[src/rtl/grc_pkg.sv]
`timescale 1ns / 1ps
// Package for the grid ray caster: fixed map and arithmetic constants,
// payload structs, controller states, datapath commands and helper functions.
// No dependencies.
package grc_pkg;

    localparam int MAP_SIZE   = 8;
    localparam int CELL_SIZE  = 64;
    localparam int ANGLE_BITS = 12;

    localparam int CELL_Q     = CELL_SIZE * 64;
    localparam int CELL_SHIFT = $clog2(CELL_Q);
    localparam int MAP_Q      = MAP_SIZE * CELL_Q;
    localparam int MAP_CELLS  = MAP_SIZE * MAP_SIZE;
    localparam int ADDR_W     = $clog2(MAP_CELLS);
    localparam int QUARTER    = 1 << (ANGLE_BITS - 2);
    localparam int TAN_SAT    = 4194304;
    localparam int DIV_W      = 35;
    localparam int SQ_W       = 50;
    localparam int SQ_STEPS   = 25;
    localparam int WALK_MAX   = MAP_SIZE + 2;
    localparam int CNT_W      = 6;

    localparam logic signed [31:0] SIN_A = 32'sd102944;
    localparam logic signed [31:0] SIN_B = 32'sd42047;
    localparam logic signed [31:0] SIN_C = 32'sd4639;

    typedef struct packed {
        logic               req_type;
        logic [5:0]         cell_index;
        logic [1:0]         cell_value;
        logic [15:0]        player_x;
        logic [15:0]        player_y;
        logic [11:0]        view_angle;
        logic signed [11:0] ray_offset;
    } req_t;

    typedef struct packed {
        logic [15:0] distance;
        logic [15:0] end_x;
        logic [15:0] end_y;
        logic [1:0]  hit_type;
        logic        hit_horizontal_line;
        logic        left_map;
        logic [11:0] ray_angle;
    } res_t;

    typedef enum logic [4:0] {
        OP_NOP, OP_LOAD, OP_CAPTURE,
        OP_SN0, OP_SN1, OP_SN2, OP_SN3, OP_SN4, OP_SN5,
        OP_DV_INIT, OP_DV_STEP, OP_DV_END,
        OP_WS0, OP_WS1, OP_WS2, OP_WS3, OP_WS4, OP_WS5,
        OP_STEP, OP_STORE,
        OP_DS1, OP_DS2, OP_DS3, OP_SQ_STEP, OP_SQ_END,
        OP_FN1, OP_FN2
    } dp_op_t;

    typedef struct packed {
        dp_op_t     op;
        logic [1:0] arg;
    } cmd_t;

    typedef struct packed {
        logic out_of_map;
        logic cell_hit;
    } status_t;

    typedef enum logic [4:0] {
        ST_IDLE,
        ST_SN0, ST_SN1, ST_SN2, ST_SN3, ST_SN4, ST_SN5,
        ST_DV_INIT, ST_DV_STEP, ST_DV_END,
        ST_WS0, ST_WS1, ST_WS2, ST_WS3, ST_WS4, ST_WS5,
        ST_WK_CHK, ST_WK_EVAL,
        ST_DS1, ST_DS2, ST_DS3, ST_SQ_STEP, ST_SQ_END,
        ST_FN1, ST_FN2
    } ctl_state_t;

    // Division by 65536 that truncates toward zero.
    function automatic logic signed [63:0] trunc16(input logic signed [63:0] p);
        logic signed [63:0] bias;
        bias = p[63] ? 64'sd65535 : 64'sd0;
        return (p + bias) >>> 16;
    endfunction

    function automatic logic [15:0] clamp16(input logic signed [31:0] v);
        logic [15:0] r;
        if (v < 0)
        begin
            r = 16'd0;
        end
        else if (v > 32'sd65535)
        begin
            r = 16'hFFFF;
        end
        else
        begin
            r = v[15:0];
        end
        return r;
    endfunction

endpackage

[src/rtl/grc_ctrl.sv]
`timescale 1ns / 1ps
// Controller state machine of the grid ray caster: sequences sine, division,
// walk, square root and output steps of the datapath. Depends on grc_pkg.
module grc_ctrl
(
    input  logic             clk,
    input  logic             rst_n,
    input  logic             start,
    input  logic             req_type,
    input  grc_pkg::status_t status,
    output grc_pkg::cmd_t    cmd,
    output logic             busy
);

    grc_pkg::ctl_state_t state_reg, state_next;
    logic [1:0]               sel_reg, sel_next;
    logic [grc_pkg::CNT_W-1:0] cnt_reg, cnt_next;

    always_ff @(posedge clk or negedge rst_n)
    begin
        if (!rst_n)
        begin
            state_reg <= grc_pkg::ST_IDLE;
            sel_reg   <= 2'd0;
            cnt_reg   <= '0;
        end
        else
        begin
            state_reg <= state_next;
            sel_reg   <= sel_next;
            cnt_reg   <= cnt_next;
        end
    end

    always_comb
    begin
        state_next = state_reg;
        sel_next   = sel_reg;
        cnt_next   = cnt_reg;
        unique case (state_reg)
            grc_pkg::ST_IDLE:
            begin
                if (start && req_type)
                begin
                    state_next = grc_pkg::ST_SN0;
                    sel_next   = 2'd0;
                end
            end
            grc_pkg::ST_SN0: state_next = grc_pkg::ST_SN1;
            grc_pkg::ST_SN1: state_next = grc_pkg::ST_SN2;
            grc_pkg::ST_SN2: state_next = grc_pkg::ST_SN3;
            grc_pkg::ST_SN3: state_next = grc_pkg::ST_SN4;
            grc_pkg::ST_SN4: state_next = grc_pkg::ST_SN5;
            grc_pkg::ST_SN5:
            begin
                if (sel_reg == 2'd2)
                begin
                    state_next = grc_pkg::ST_DV_INIT;
                    sel_next   = 2'd0;
                end
                else
                begin
                    state_next = grc_pkg::ST_SN0;
                    sel_next   = sel_reg + 2'd1;
                end
            end
            grc_pkg::ST_DV_INIT:
            begin
                state_next = grc_pkg::ST_DV_STEP;
                cnt_next   = '0;
            end
            grc_pkg::ST_DV_STEP:
            begin
                if (cnt_reg == grc_pkg::CNT_W'(grc_pkg::DIV_W - 1))
                begin
                    state_next = grc_pkg::ST_DV_END;
                end
                else
                begin
                    cnt_next = cnt_reg + 1'b1;
                end
            end
            grc_pkg::ST_DV_END:
            begin
                if (sel_reg == 2'd0)
                begin
                    state_next = grc_pkg::ST_DV_INIT;
                    sel_next   = 2'd1;
                end
                else
                begin
                    state_next = grc_pkg::ST_WS0;
                    sel_next   = 2'd0;
                end
            end
            grc_pkg::ST_WS0: state_next = grc_pkg::ST_WS1;
            grc_pkg::ST_WS1: state_next = grc_pkg::ST_WS2;
            grc_pkg::ST_WS2: state_next = grc_pkg::ST_WS3;
            grc_pkg::ST_WS3: state_next = grc_pkg::ST_WS4;
            grc_pkg::ST_WS4: state_next = grc_pkg::ST_WS5;
            grc_pkg::ST_WS5:
            begin
                state_next = grc_pkg::ST_WK_CHK;
                cnt_next   = '0;
            end
            grc_pkg::ST_WK_CHK, grc_pkg::ST_WK_EVAL:
            begin
                if ((state_reg == grc_pkg::ST_WK_CHK && status.out_of_map)
                    || (state_reg == grc_pkg::ST_WK_EVAL && (status.cell_hit
                    || cnt_reg == grc_pkg::CNT_W'(grc_pkg::WALK_MAX - 1))))
                begin
                    if (sel_reg[0] == 1'b0)
                    begin
                        state_next = grc_pkg::ST_WS0;
                        sel_next   = 2'd1;
                    end
                    else
                    begin
                        state_next = grc_pkg::ST_DS1;
                        sel_next   = 2'd0;
                    end
                end
                else if (state_reg == grc_pkg::ST_WK_CHK)
                begin
                    state_next = grc_pkg::ST_WK_EVAL;
                end
                else
                begin
                    state_next = grc_pkg::ST_WK_CHK;
                    cnt_next   = cnt_reg + 1'b1;
                end
            end
            grc_pkg::ST_DS1: state_next = grc_pkg::ST_DS2;
            grc_pkg::ST_DS2: state_next = grc_pkg::ST_DS3;
            grc_pkg::ST_DS3:
            begin
                state_next = grc_pkg::ST_SQ_STEP;
                cnt_next   = '0;
            end
            grc_pkg::ST_SQ_STEP:
            begin
                if (cnt_reg == grc_pkg::CNT_W'(grc_pkg::SQ_STEPS - 1))
                begin
                    state_next = grc_pkg::ST_SQ_END;
                end
                else
                begin
                    cnt_next = cnt_reg + 1'b1;
                end
            end
            grc_pkg::ST_SQ_END:
            begin
                if (sel_reg[0] == 1'b0)
                begin
                    state_next = grc_pkg::ST_DS1;
                    sel_next   = 2'd1;
                end
                else
                begin
                    state_next = grc_pkg::ST_FN1;
                end
            end
            grc_pkg::ST_FN1: state_next = grc_pkg::ST_FN2;
            grc_pkg::ST_FN2: state_next = grc_pkg::ST_IDLE;
            default:         state_next = grc_pkg::ST_IDLE;
        endcase
    end

    always_comb
    begin
        cmd.op  = grc_pkg::OP_NOP;
        cmd.arg = sel_reg;
        busy    = (state_reg != grc_pkg::ST_IDLE);
        unique case (state_reg)
            grc_pkg::ST_IDLE:
            begin
                if (start)
                begin
                    cmd.op = req_type ? grc_pkg::OP_CAPTURE : grc_pkg::OP_LOAD;
                end
            end
            grc_pkg::ST_SN0:     cmd.op = grc_pkg::OP_SN0;
            grc_pkg::ST_SN1:     cmd.op = grc_pkg::OP_SN1;
            grc_pkg::ST_SN2:     cmd.op = grc_pkg::OP_SN2;
            grc_pkg::ST_SN3:     cmd.op = grc_pkg::OP_SN3;
            grc_pkg::ST_SN4:     cmd.op = grc_pkg::OP_SN4;
            grc_pkg::ST_SN5:     cmd.op = grc_pkg::OP_SN5;
            grc_pkg::ST_DV_INIT: cmd.op = grc_pkg::OP_DV_INIT;
            grc_pkg::ST_DV_STEP: cmd.op = grc_pkg::OP_DV_STEP;
            grc_pkg::ST_DV_END:  cmd.op = grc_pkg::OP_DV_END;
            grc_pkg::ST_WS0:     cmd.op = grc_pkg::OP_WS0;
            grc_pkg::ST_WS1:     cmd.op = grc_pkg::OP_WS1;
            grc_pkg::ST_WS2:     cmd.op = grc_pkg::OP_WS2;
            grc_pkg::ST_WS3:     cmd.op = grc_pkg::OP_WS3;
            grc_pkg::ST_WS4:     cmd.op = grc_pkg::OP_WS4;
            grc_pkg::ST_WS5:     cmd.op = grc_pkg::OP_WS5;
            grc_pkg::ST_WK_CHK:
            begin
                if (status.out_of_map)
                begin
                    cmd.op  = grc_pkg::OP_STORE;
                    cmd.arg = {1'b0, sel_reg[0]};
                end
            end
            grc_pkg::ST_WK_EVAL:
            begin
                if (status.cell_hit)
                begin
                    cmd.op  = grc_pkg::OP_STORE;
                    cmd.arg = {1'b1, sel_reg[0]};
                end
                else if (cnt_reg == grc_pkg::CNT_W'(grc_pkg::WALK_MAX - 1))
                begin
                    cmd.op  = grc_pkg::OP_STORE;
                    cmd.arg = {1'b0, sel_reg[0]};
                end
                else
                begin
                    cmd.op = grc_pkg::OP_STEP;
                end
            end
            grc_pkg::ST_DS1:     cmd.op = grc_pkg::OP_DS1;
            grc_pkg::ST_DS2:     cmd.op = grc_pkg::OP_DS2;
            grc_pkg::ST_DS3:     cmd.op = grc_pkg::OP_DS3;
            grc_pkg::ST_SQ_STEP: cmd.op = grc_pkg::OP_SQ_STEP;
            grc_pkg::ST_SQ_END:  cmd.op = grc_pkg::OP_SQ_END;
            grc_pkg::ST_FN1:     cmd.op = grc_pkg::OP_FN1;
            grc_pkg::ST_FN2:     cmd.op = grc_pkg::OP_FN2;
            default:             cmd.op = grc_pkg::OP_NOP;
        endcase
    end

endmodule

[config.mk]
export PLATFORM = sky130hd
export DESIGN_NAME = grc_ctrl
export DESIGN_NICKNAME = d
export VERILOG_FILES = /design/src/rtl/grc_pkg.sv /design/src/rtl/grc_ctrl.sv
export SDC_FILE = /design/constraint.sdc
export NUM_CORES = 1
export LEC_CHECK = 0
export ABC_AREA = 1
export BUFFER_PORTS_ARGS = -buffer_cell sky130_fd_sc_hd__buf_2
export CAP_MARGIN = 10
export CORE_ASPECT_RATIO = 0.9
export CORE_MARGIN = 2
export CORE_UTILIZATION = 35
export CTS_CLUSTER_SIZE = 30
export DETAILED_ROUTE_END_ITERATION = 8
export HOLD_SLACK_MARGIN = 0.15
export PLACE_DENSITY_LB_ADDON = 0.08
export SYNTH_ARGS = -nofsm -noshare
export SYNTH_HDL_FRONTEND = slang
export SYNTH_SLANG_ARGS = --single-unit
[constraint.sdc]
create_clock -name clk -period 1.7 [get_ports clk]
set_input_delay 0.085 -clock clk [delete_from_list [all_inputs] [get_ports clk]]
set_output_delay 0.085 -clock clk [all_outputs]
set_load 0.01 [all_outputs]
==> results of run 1 <==
[synth_stat cells]
master	instances
nor3b_1	1
nor2_1	36
nand3_2	2
o21ai_2	1
nor3_1	8
xnor2_1	1
buf_2	1
nor4_1	1
nand4_2	1
nand4_1	3
nand2_2	4
and2_0	1
a211oi_1	1
o21ai_1	2
a21oi_1	6
ha_1	4
dfrtp_1	13
o211a_1	1
o21ai_0	8
buf_6	1
inv_2	7
o2111ai_1	1
nand2_1	57
a211oi_2	1
nor2_2	1
buf_4	3
nand3_1	33
inv_4	2
o22ai_1	1
a22oi_1	1
nor2_4	5
inv_1	22
nand3_4	2
nand2_4	5
[stage by stage]
stage | area, um2 | hold WS [ns]
2_1_floorplan | 1490 | -0.211
5_1_grt | 2060 | 0.297
3_3_place_gp | 1640 | 0.00342
4_1_cts | 1810 | 0.273
6_report | 2060 | 0.263
3_5_place_dp | 1640 | 0.00487
[routing by layer]
metal	vias to the layer above	GRT usage [%]	share of wire, %
li1	868	-	-
met1	791	30.0	45
met2	90	31.5	44
met3	21	4.88	7.5
met4	0	7.64	3.8
met5	-	0	0
[path summary, 6_finish.rpt]
path | end | start | cells after the start
max | cmd[2] | state_reg[0]$_DFFE_PN0P_ | 8
min | cnt_reg[1]$_DFFE_PN0P_ | rst_n | 2
max reg2reg | cnt_reg[4]$_DFFE_PN0P_ | state_reg[2]$_DFFE_PN0P_ | 9
min reg2reg | sel_reg[1]$_DFFE_PN0P_ | sel_reg[1]$_DFFE_PN0P_ | 2
max in group asynchronous | state_reg[2]$_DFFE_PN0P_ | rst_n | 2
min in group clk | sel_reg[0]$_DFFE_PN0P_ | start | 5
[cell type report]
type	instances	area, um2	share of cell area [%]
timing repair buffer	46	335	16.3
sequential	13	333	16.2
tap	48	60.1	2.91
clock buffer	4	45.0	2.19
multi-input combinational	189	1160	56.2
inverter	31	129	6.25
[power groups by stage]
stage          Clock (mW)  Sequential [mW]  Combinational (mW)
6_report            0.288            0.627                2.43
5_1_grt             0.314            0.646                2.66
4_1_cts             0.294            0.621                1.92
3_5_place_dp            0            0.611                1.74
3_3_place_gp            0            0.612                1.78
2_1_floorplan           0            0.499                1.37
[cell usage in the layout, fill, tap and decap left out, types with 4 or more instances in the layout]
master and instances:
nand2_1 48, nand3_1 31, nor2_1 30, buf_4 29, inv_1 19, buf_2 13, nand2_2 10, nand2_4 8
nor2_4 7, inv_2 7, dfrtp_1 7, nor2_2 6, dfrtp_2 6, inv_4 5, a21oi_1 5, nand3_2 4
o21ai_2 4, o21ai_0 4, nor3_1 4, ha_1 4
[repair_timing]
item	4_1_cts	5_1_grt
hold buffers	1	0
pin swaps	5	16
cloned	1	0
hold endpoints to repair	13	0
setup buffers	7	17
setup endpoints to repair	6	14
gates resized for setup	20	34
[logic make-up after synthesis]
| family | count (synthesis) |
|---|---|
| buffers and inverters | 36 |
| AO/OA/AOI/OAI | 23 |
| AND/OR/NAND/NOR | 160 |
| flip-flops | 13 |
| adder cells (fa/ha/maj) | 4 |
| XOR/XNOR | 1 |
[worst max-delay path, stage by stage, from the launching register on]
cell	delay [ns]
dfrtp_2	0.50
nor2_4	0.20
nand2_4	0.11
inv_4	0.09
nand2_4	0.07
nor3_4	0.18
nor3_2	0.07
nand2_1	0.08
buf_2	0.12
==> impl_metrics.json, run 1 <==
{
  "outcome": "finished, violations left",
  "violations": "setup timing",
  "grt_pass1_wl_um": 7930,
  "p_sw_mw": 1.75,
  "worst_pin_slew_ns": 0.437,
  "antenna_cells": 0,
  "pin_count": 14,
  "rrSetupSlack_ns": 0.08,
  "tns_ns": -0.114,
  "drt_pass1_iterations": 5,
  "clock_power_share_pct": 8.6,
  "crit_fanout": 7,
  "dp_cells": 302,
  "layout-drive-gt1-share_pct": 41.3,
  "avgRoutedWirePerCell_um": 15.2,
  "cp-end-kind": "output port",
  "synth-simple-area-share_pct": 54.0,
  "die-area_um2": 4800,
  "ir_drop_uv": 571,
  "fin_ws_ns": -0.0520,
  "clockBufferDepth": 2,
  "cts_made_buffers": 3,
  "synth_top_cell_area_share_pct": 21.8,
  "period_share_pct": 103,
  "min_path_type": "input pin to async pin",
  "via_per_inst": 5.35,
  "period_needed_ns": 1.75,
  "core_region_area_um2": 4070,
  "numPortBuffers": 13,
  "combPwrFrac_pct": 72.7,
  "yosys_register_bits": 13,
  "syn_nets": 247,
  "cts_tree": "built",
  "yosys.area.top_type": "dfrtp_1",
  "critPathRequiredTime_ns": 1.62,
  "max_cap_violations": 0,
  "die_y_um": 65.9,
  "start_util_pct": 36.6,
  "arrival_ns": 1.67,
  "synthMuxAreaShare_pct": 0,
  "skew_ns": 0.00130,
  "ys_types": 34,
  "cp-start-kind": "flop",
  "wl_um": 5020,
  "rows": 22,
  "netlist_instances": 237,
  "synth_fa_ha_area_share_pct": 3.36,
  "swShare_pct": 52.4,
  "htreeDepth": 1,
  "drc": 0,
  "synth_xor_area_share_pct": 0.588,
  "grt_max_degree": 14,
  "largest_reg_flops": 6,
  "fp.dieW_um": 72.8,
  "synth_warnings": 0,
  "nets": 294,
  "total_power_mw": 3.35,
  "path_clk_slew_ns": 0.06,
  "slew_headroom_pct": 70.6,
  "seqPwrFrac_pct": 18.7,
  "power.leakage_nw": 1.06,
  "synth.avg_cell_area_um2": 6.29,
  "fmax_ghz": 0.571,
  "drv_slew": 0,
  "ant_nets": 0,
  "ys_top_cells_by_area": "dfrtp_1, nand2_1, nand3_1",
  "final_hold_viol_count": 0,
  "fin_util_pct": 50.6,
  "overflow": 0,
  "synth_compound_area_share_pct": 9.49,
  "clkSinkCount": 13,
  "globalplace.congestion": 0.918,
  "internal-power_mw": 1.59,
  "drt-initial-drc-count": 208,
  "synth_area_um2": 1490,
  "ys_seq_area_share_pct": 21.8,
  "area_growth_pct": 38.3,
  "vias": 1770,
  "clk_latency_ns": 0.25,
  "synth_top_family_by_area": "simple AND/OR/NAND/NOR gates",
  "power_density_nw_per_um2": 1620,
  "antenna_found_initial": 0,
  "post-place-ws_ns": 0.0760,
  "nFillCells": 421,
  "ctsRootBufferMaster": "clkbuf_8",
  "grt_setup_unrepaired": "yes",
  "hpwl_um": 3380,
  "fin_cells": 331,
  "finalSetupViolations": 3,
  "grt_pass1_vias": 1607,
  "grt_usage_pct": 21.3,
  "path_class": "flop to output port"
}
Note: power is estimated with default switching activity, not from simulation.
==> inputs of run 2 (changes only) <==
SKIP_CTS_REPAIR_TIMING = 1   (was not set)
==> run 2 against run 1 <==
The flow still finishes with violations (setup timing). Setup slack about the same. Cell count down 0.91%. Cell area down 0.36%. Flip-flop and latch count unchanged. Fmax about the same. Largest cell class unchanged.
==> impl_metrics.json, run 2 (synthesis gave the netlist of run 1 again) <==
{
  "outcome": "finished, violations left",
  "violations": "setup timing",
  "grt_pass1_vias": 1524,
  "clk_latency_ns": 0.25,
  "path_class": "flop to output port",
  "vias": 1707,
  "drt_pass1_iterations": 4,
  "overflow": 0,
  "nets": 291,
  "fp.dieW_um": 72.8,
  "avgRoutedWirePerCell_um": 14.1,
  "max_cap_violations": 0,
  "fmax_ghz": 0.571,
  "final_cell_area_um2": 2050,
  "largest_reg_flops": 6,
  "ant_nets": 0,
  "path_clk_slew_ns": 0.06,
  "critPathRequiredTime_ns": 1.62,
  "globalplace.congestion": 0.918,
  "drv_slew": 0,
  "start_util_pct": 36.6,
  "worst_pin_slew_ns": 0.487,
  "rows": 22,
  "ir_drop_uv": 579,
  "cts_tree": "built",
  "min_path_type": "input pin to async pin",
  "die_y_um": 65.9,
  "finalSetupViolations": 3,
  "grt_max_degree": 14,
  "clockBufferDepth": 2,
  "grt_setup_unrepaired": "yes",
  "antenna_cells": 0,
  "core_region_area_um2": 4070,
  "hpwl_um": 3380,
  "layout_commonest_cell": "nand2_1",
  "cp-end-kind": "output port",
  "arrival_ns": 1.67,
  "drt-initial-drc-count": 244,
  "nFillCells": 425,
  "fin_ws_ns": -0.0516,
  "fin_util_pct": 50.4,
  "drc": 0,
  "dpl_cell_area_um2": 1640,
  "numPortBuffers": 13,
  "wl_um": 4630,
  "via_per_inst": 5.20,
  "period_needed_ns": 1.75,
  "period_share_pct": 103,
  "pin_count": 14,
  "power_density_nw_per_um2": 1620,
  "antenna_found_initial": 0,
  "area_growth_pct": 37.8,
  "cts_made_buffers": 3,
  "final_hold_viol_count": 0,
  "final_cell_mix": "nand2_1, nand3_1, nor2_1",
  "crit_fanout": 6,
  "skew_ns": 0.00281,
  "reg2reg_depth": 10,
  "slew_headroom_pct": 67.3,
  "grt_pass1_wl_um": 7490,
  "ctsRootBufferMaster": "clkbuf_8",
  "grt_usage_pct": 20.0,
  "htreeDepth": 1,
  "layout-drive-gt1-share_pct": 40.4,
  "clkSinkCount": 13,
  "cp-start-kind": "flop",
  "fin_cells": 328,
  "die-area_um2": 4800,
  "power.leakage_nw": 1.06,
  "dp_cells": 302
}
## run 2: cell count changes in the layout (fill, tap and decap cells not counted), sizes merged
cell,previous run,this run
buf,45,43
nor2,43,42
## run 2: final cells by class
class,instances,area [um2],area share (%)
Clock buffer,4,45.0,2.19
Multi-Input combinational cell,188,1170,57.0
Inverter,31,126,6.15
Tap cell,48,60.1,2.93
Timing Repair Buffer,44,320,15.6
Sequential cell,13,332,16.1
## run 2: stage by stage
stage               setup WS (ns)  power, mW  hold WS, ns  setup TNS (ns)
floorplan                   0.284       1.87       -0.211               0
global route               -0.136       3.62        0.298          -0.383
global placement           0.0564       2.39      0.00342               0
detailed placement         0.0760       2.35      0.00487               0
CTS                        -0.161       2.65       -0.261          -0.788
finish                    -0.0516       3.34        0.264         -0.0764
## run 2: critical path, cell delays in order (launching register included)
cell and delay [ns]:
dfrtp_2 0.45, inv_2 0.15, nand2_1 0.11, nor3_1 0.40
nor3_2 0.11, nand2_1 0.08, buf_2 0.12
## run 2: final timing paths
kind,start,end,slack [ns]
setup reg to reg,state_reg[1]$_DFFE_PN0P_,cnt_reg[3]$_DFFE_PN0P_,0.10
max in group asynchronous,rst_n,state_reg[4]$_DFFE_PN0P_,1.17
setup / recovery,state_reg[2]$_DFFE_PN0P_,cmd[2],-0.05
min in group clk,status[1],state_reg[4]$_DFFE_PN0P_,0.34
hold / removal,rst_n,cnt_reg[1]$_DFFE_PN0P_,0.26
hold reg to reg,sel_reg[1]$_DFFE_PN0P_,sel_reg[1]$_DFFE_PN0P_,0.57
## run 2: layer usage
metal / part of all wire (%) / track usage (%) / up-vias
met2: 45 / 28.9 / 64
met4: 2.1 / 5.79 / 0
met5: 0 / 0 / -
li1: - / - / 862
met1: 47 / 30.1 / 769
met3: 5.7 / 3.35 / 12
## run 2: report_power, final
group | internal (mW) | total [mW] | switching (mW)
Combinational | 1.02 | 2.45 | 1.43
Clock | 0.166 | 0.292 | 0.126
Sequential | 0.419 | 0.595 | 0.176
Total | 1.61 | 3.34 | 1.73
==> inputs of run 3 (changes only) <==
BUFFER_PORTS_ARGS = not set   (was -buffer_cell sky130_fd_sc_hd__buf_2)
DONT_BUFFER_PORTS = 1   (was not set)
==> run 3 against run 2 <==
The flow now finishes without violations. Cell area is 9.6% lower. Combinational power decreased by 15%. Cell count is 6.4% lower. Power decreased by 11%. Core utilization down 4.8 points. Largest power group unchanged. Critical endpoint unchanged. Critical path type unchanged. Worst hold slack worse by 0.010 ns. Highest routed layer unchanged. Clock-buffer cell count unchanged.
==> impl_metrics.json, run 3 (synthesis gave the netlist of run 1 again) <==
{
  "outcome": "finished clean",
  "multi_input_area_um2": 1110,
  "die-area_um2": 4800,
  "cp-end-kind": "output port",
  "cp_slowest_stage_delay_ns": 0.47,
  "use_met3_pct": 4.27,
  "grt_pass1_wl_um": 7420,
  "grt.busiest_layer": "met2",
  "crit-reg2reg-launch": "state_reg[1]$_DFFE_PN0P_",
  "final_cell_mix": "nand2_1, nand3_1, nor2_1",
  "p_sw_mw": 1.60,
  "path_clk_slew_ns": 0.06,
  "hold_path_end": "state_reg[0]$_DFFE_PN0P_",
  "start_util_pct": 36.6,
  "period_share_pct": 96.5,
  "ant_nets": 0,
  "cts_tree": "built",
  "power.leakage_nw": 0.933,
  "drt_pass1_iterations": 4,
  "regArea_um2": 332,
  "fp.dieW_um": 72.8,
  "slew_headroom_pct": 57.0,
  "worst_pin_slew_ns": 0.643,
  "grt_usage_pct": 19.8,
  "crit_chain": "nor2_4 -> nand2_4 -> inv_2 -> nand2_2 -> nor3_4 -> nor3_2 -> nand2_1",
  "path_class": "flop to output port",
  "ctsRootBufferMaster": "clkbuf_8",
  "crit_fanout": 5,
  "reg2reg_depth": 9,
  "ir_drop_uv": 602,
  "clk_latency_ns": 0.25,
  "holdPathStages": 5,
  "pin_count": 14,
  "final_hold_viol_count": 0,
  "use_met2_pct": 30.0,
  "grt_max_degree": 14,
  "tns_ns": 0,
  "rrSetupSlack_ns": 0.11,
  "r2r-end": "cnt_reg[4]$_DFFE_PN0P_",
  "critPathRequiredTime_ns": 1.62,
  "arrival_ns": 1.55,
  "grt_pass1_vias": 1483,
  "final_cell_area_um2": 1860,
  "critPathTopFamily": "simple AND/OR/NAND/NOR gates",
  "clkSinkCount": 13,
  "clock_power_share_pct": 9.8,
  "dpl_cell_area_um2": 1620,
  "layout-drive-gt1-share_pct": 31.3,
  "cpMaxStageDelayCell": "dfrtp_2",
  "globalplace.congestion": 0.931,
  "hpwl_um": 3360,
  "drc": 0,
  "hold_start": "status[1]",
  "antenna_cells": 0,
  "cp-start-kind": "flop",
  "via_per_inst": 5.29,
  "wl_um": 4540,
  "htreeDepth": 1,
  "finalSetupViolations": 0,
  "gr-usage-met1_pct": 28.4,
  "cts_made_buffers": 3,
  "drv_slew": 0,
  "nets": 270,
  "internal-power_mw": 1.39,
  "period_needed_ns": 1.64,
  "layout_commonest_cell": "nand2_1",
  "clockBufferDepth": 2,
  "vias": 1625,
  "overflow": 0,
  "combPwrFrac_pct": 70.2,
  "avgRoutedWirePerCell_um": 14.8,
  "largest_reg_flops": 6,
  "nFillCells": 439,
  "core_region_area_um2": 4070,
  "drt-initial-drc-count": 199,
  "min_path_type": "input pin to flop",
  "fmax_ghz": 0.610,
  "numPortBuffers": 0,
  "rows": 22,
  "area_growth_pct": 24.6,
  "swShare_pct": 53.5,
  "power_density_nw_per_um2": 1610,
  "path_buf_inv": 1,
  "skew_ns": 0.00154,
  "max_cap_violations": 0,
  "die_y_um": 65.9,
  "seqPwrFrac_pct": 20.0,
  "antenna_found_initial": 0
}
## run 3: worst max path at each step
stage / startpoint / endpoint / slack, ns / depth (start not counted)
2_1_floorplan: state_reg[3]$_DFFE_PN0P_ / cnt_reg[4]$_DFFE_PN0P_ / 0.28 / 8
3_3_place_gp: state_reg[2]$_DFFE_PN0P_ / cnt_reg[0]$_DFFE_PN0P_ / 0.06 / 8
3_5_place_dp: state_reg[2]$_DFFE_PN0P_ / cnt_reg[4]$_DFFE_PN0P_ / 0.08 / 8
4_1_cts: state_reg[2]$_DFFE_PN0P_ / cmd[1] / -0.12 / 6
5_1_grt: state_reg[2]$_DFFE_PN0P_ / cmd[2] / -0.03 / 7
6_report: state_reg[0]$_DFFE_PN0P_ / cmd[2] / 0.06 / 7
## run 3: stage by stage
step / total power [mW] / instances / hold slack, ns / utilization [%] / worst slack [ns]
2_1_floorplan: 1.87 / 237 / -0.211 / - / 0.284
3_3_place_gp: 2.36 / 294 / -0.210 / 39.7 / 0.0581
3_5_place_dp: 2.30 / 294 / -0.210 / 39.7 / 0.0758
4_1_cts: 2.60 / 298 / -0.478 / 40.8 / -0.115
5_1_grt: 3.25 / 307 / 0.297 / 45.6 / -0.0330
6_report: 2.98 / 307 / 0.254 / 45.6 / 0.0601
## run 3: routing by layer
metal / part of all wire, % / routed length [um] / vias to the layer above
li1: - / - / 817
met4: 1.7 / 77 / 0
met3: 7.3 / 331 / 8
met1: 46 / 2090 / 746
met5: 0 / 0 / -
met2: 45 / 2030 / 54
## run 3: area by class of cell
cell class / instances / area share (%)
timing repair buffer: 23 / 9.84
multi-input combinational: 188 / 60.0
sequential: 13 / 17.9
tap: 48 / 3.23
clock buffer: 4 / 2.43
inverter: 31 / 6.67
## run 3: power groups by stage
stage                     registers (mW)  logic, mW  clock network (mW)
after CTS                          0.591       1.72               0.294
final                              0.597       2.09               0.293
after detailed placement           0.597       1.71                   0
after floorplan                    0.499       1.37                   0
after global routing               0.613       2.33               0.308
after global placement             0.599       1.76                   0
## run 3: worst register-to-register path, stage by stage, from the launching register on
cell and delay, ns:
dfrtp_2 0.48, nand2_4 0.08, nor2_4 0.22, nand2_1 0.15, nand2_2 0.10, nor2_2 0.04
nor2_4 0.20, nand2_4 0.10, nand2_1 0.07, nand2_1 0.05
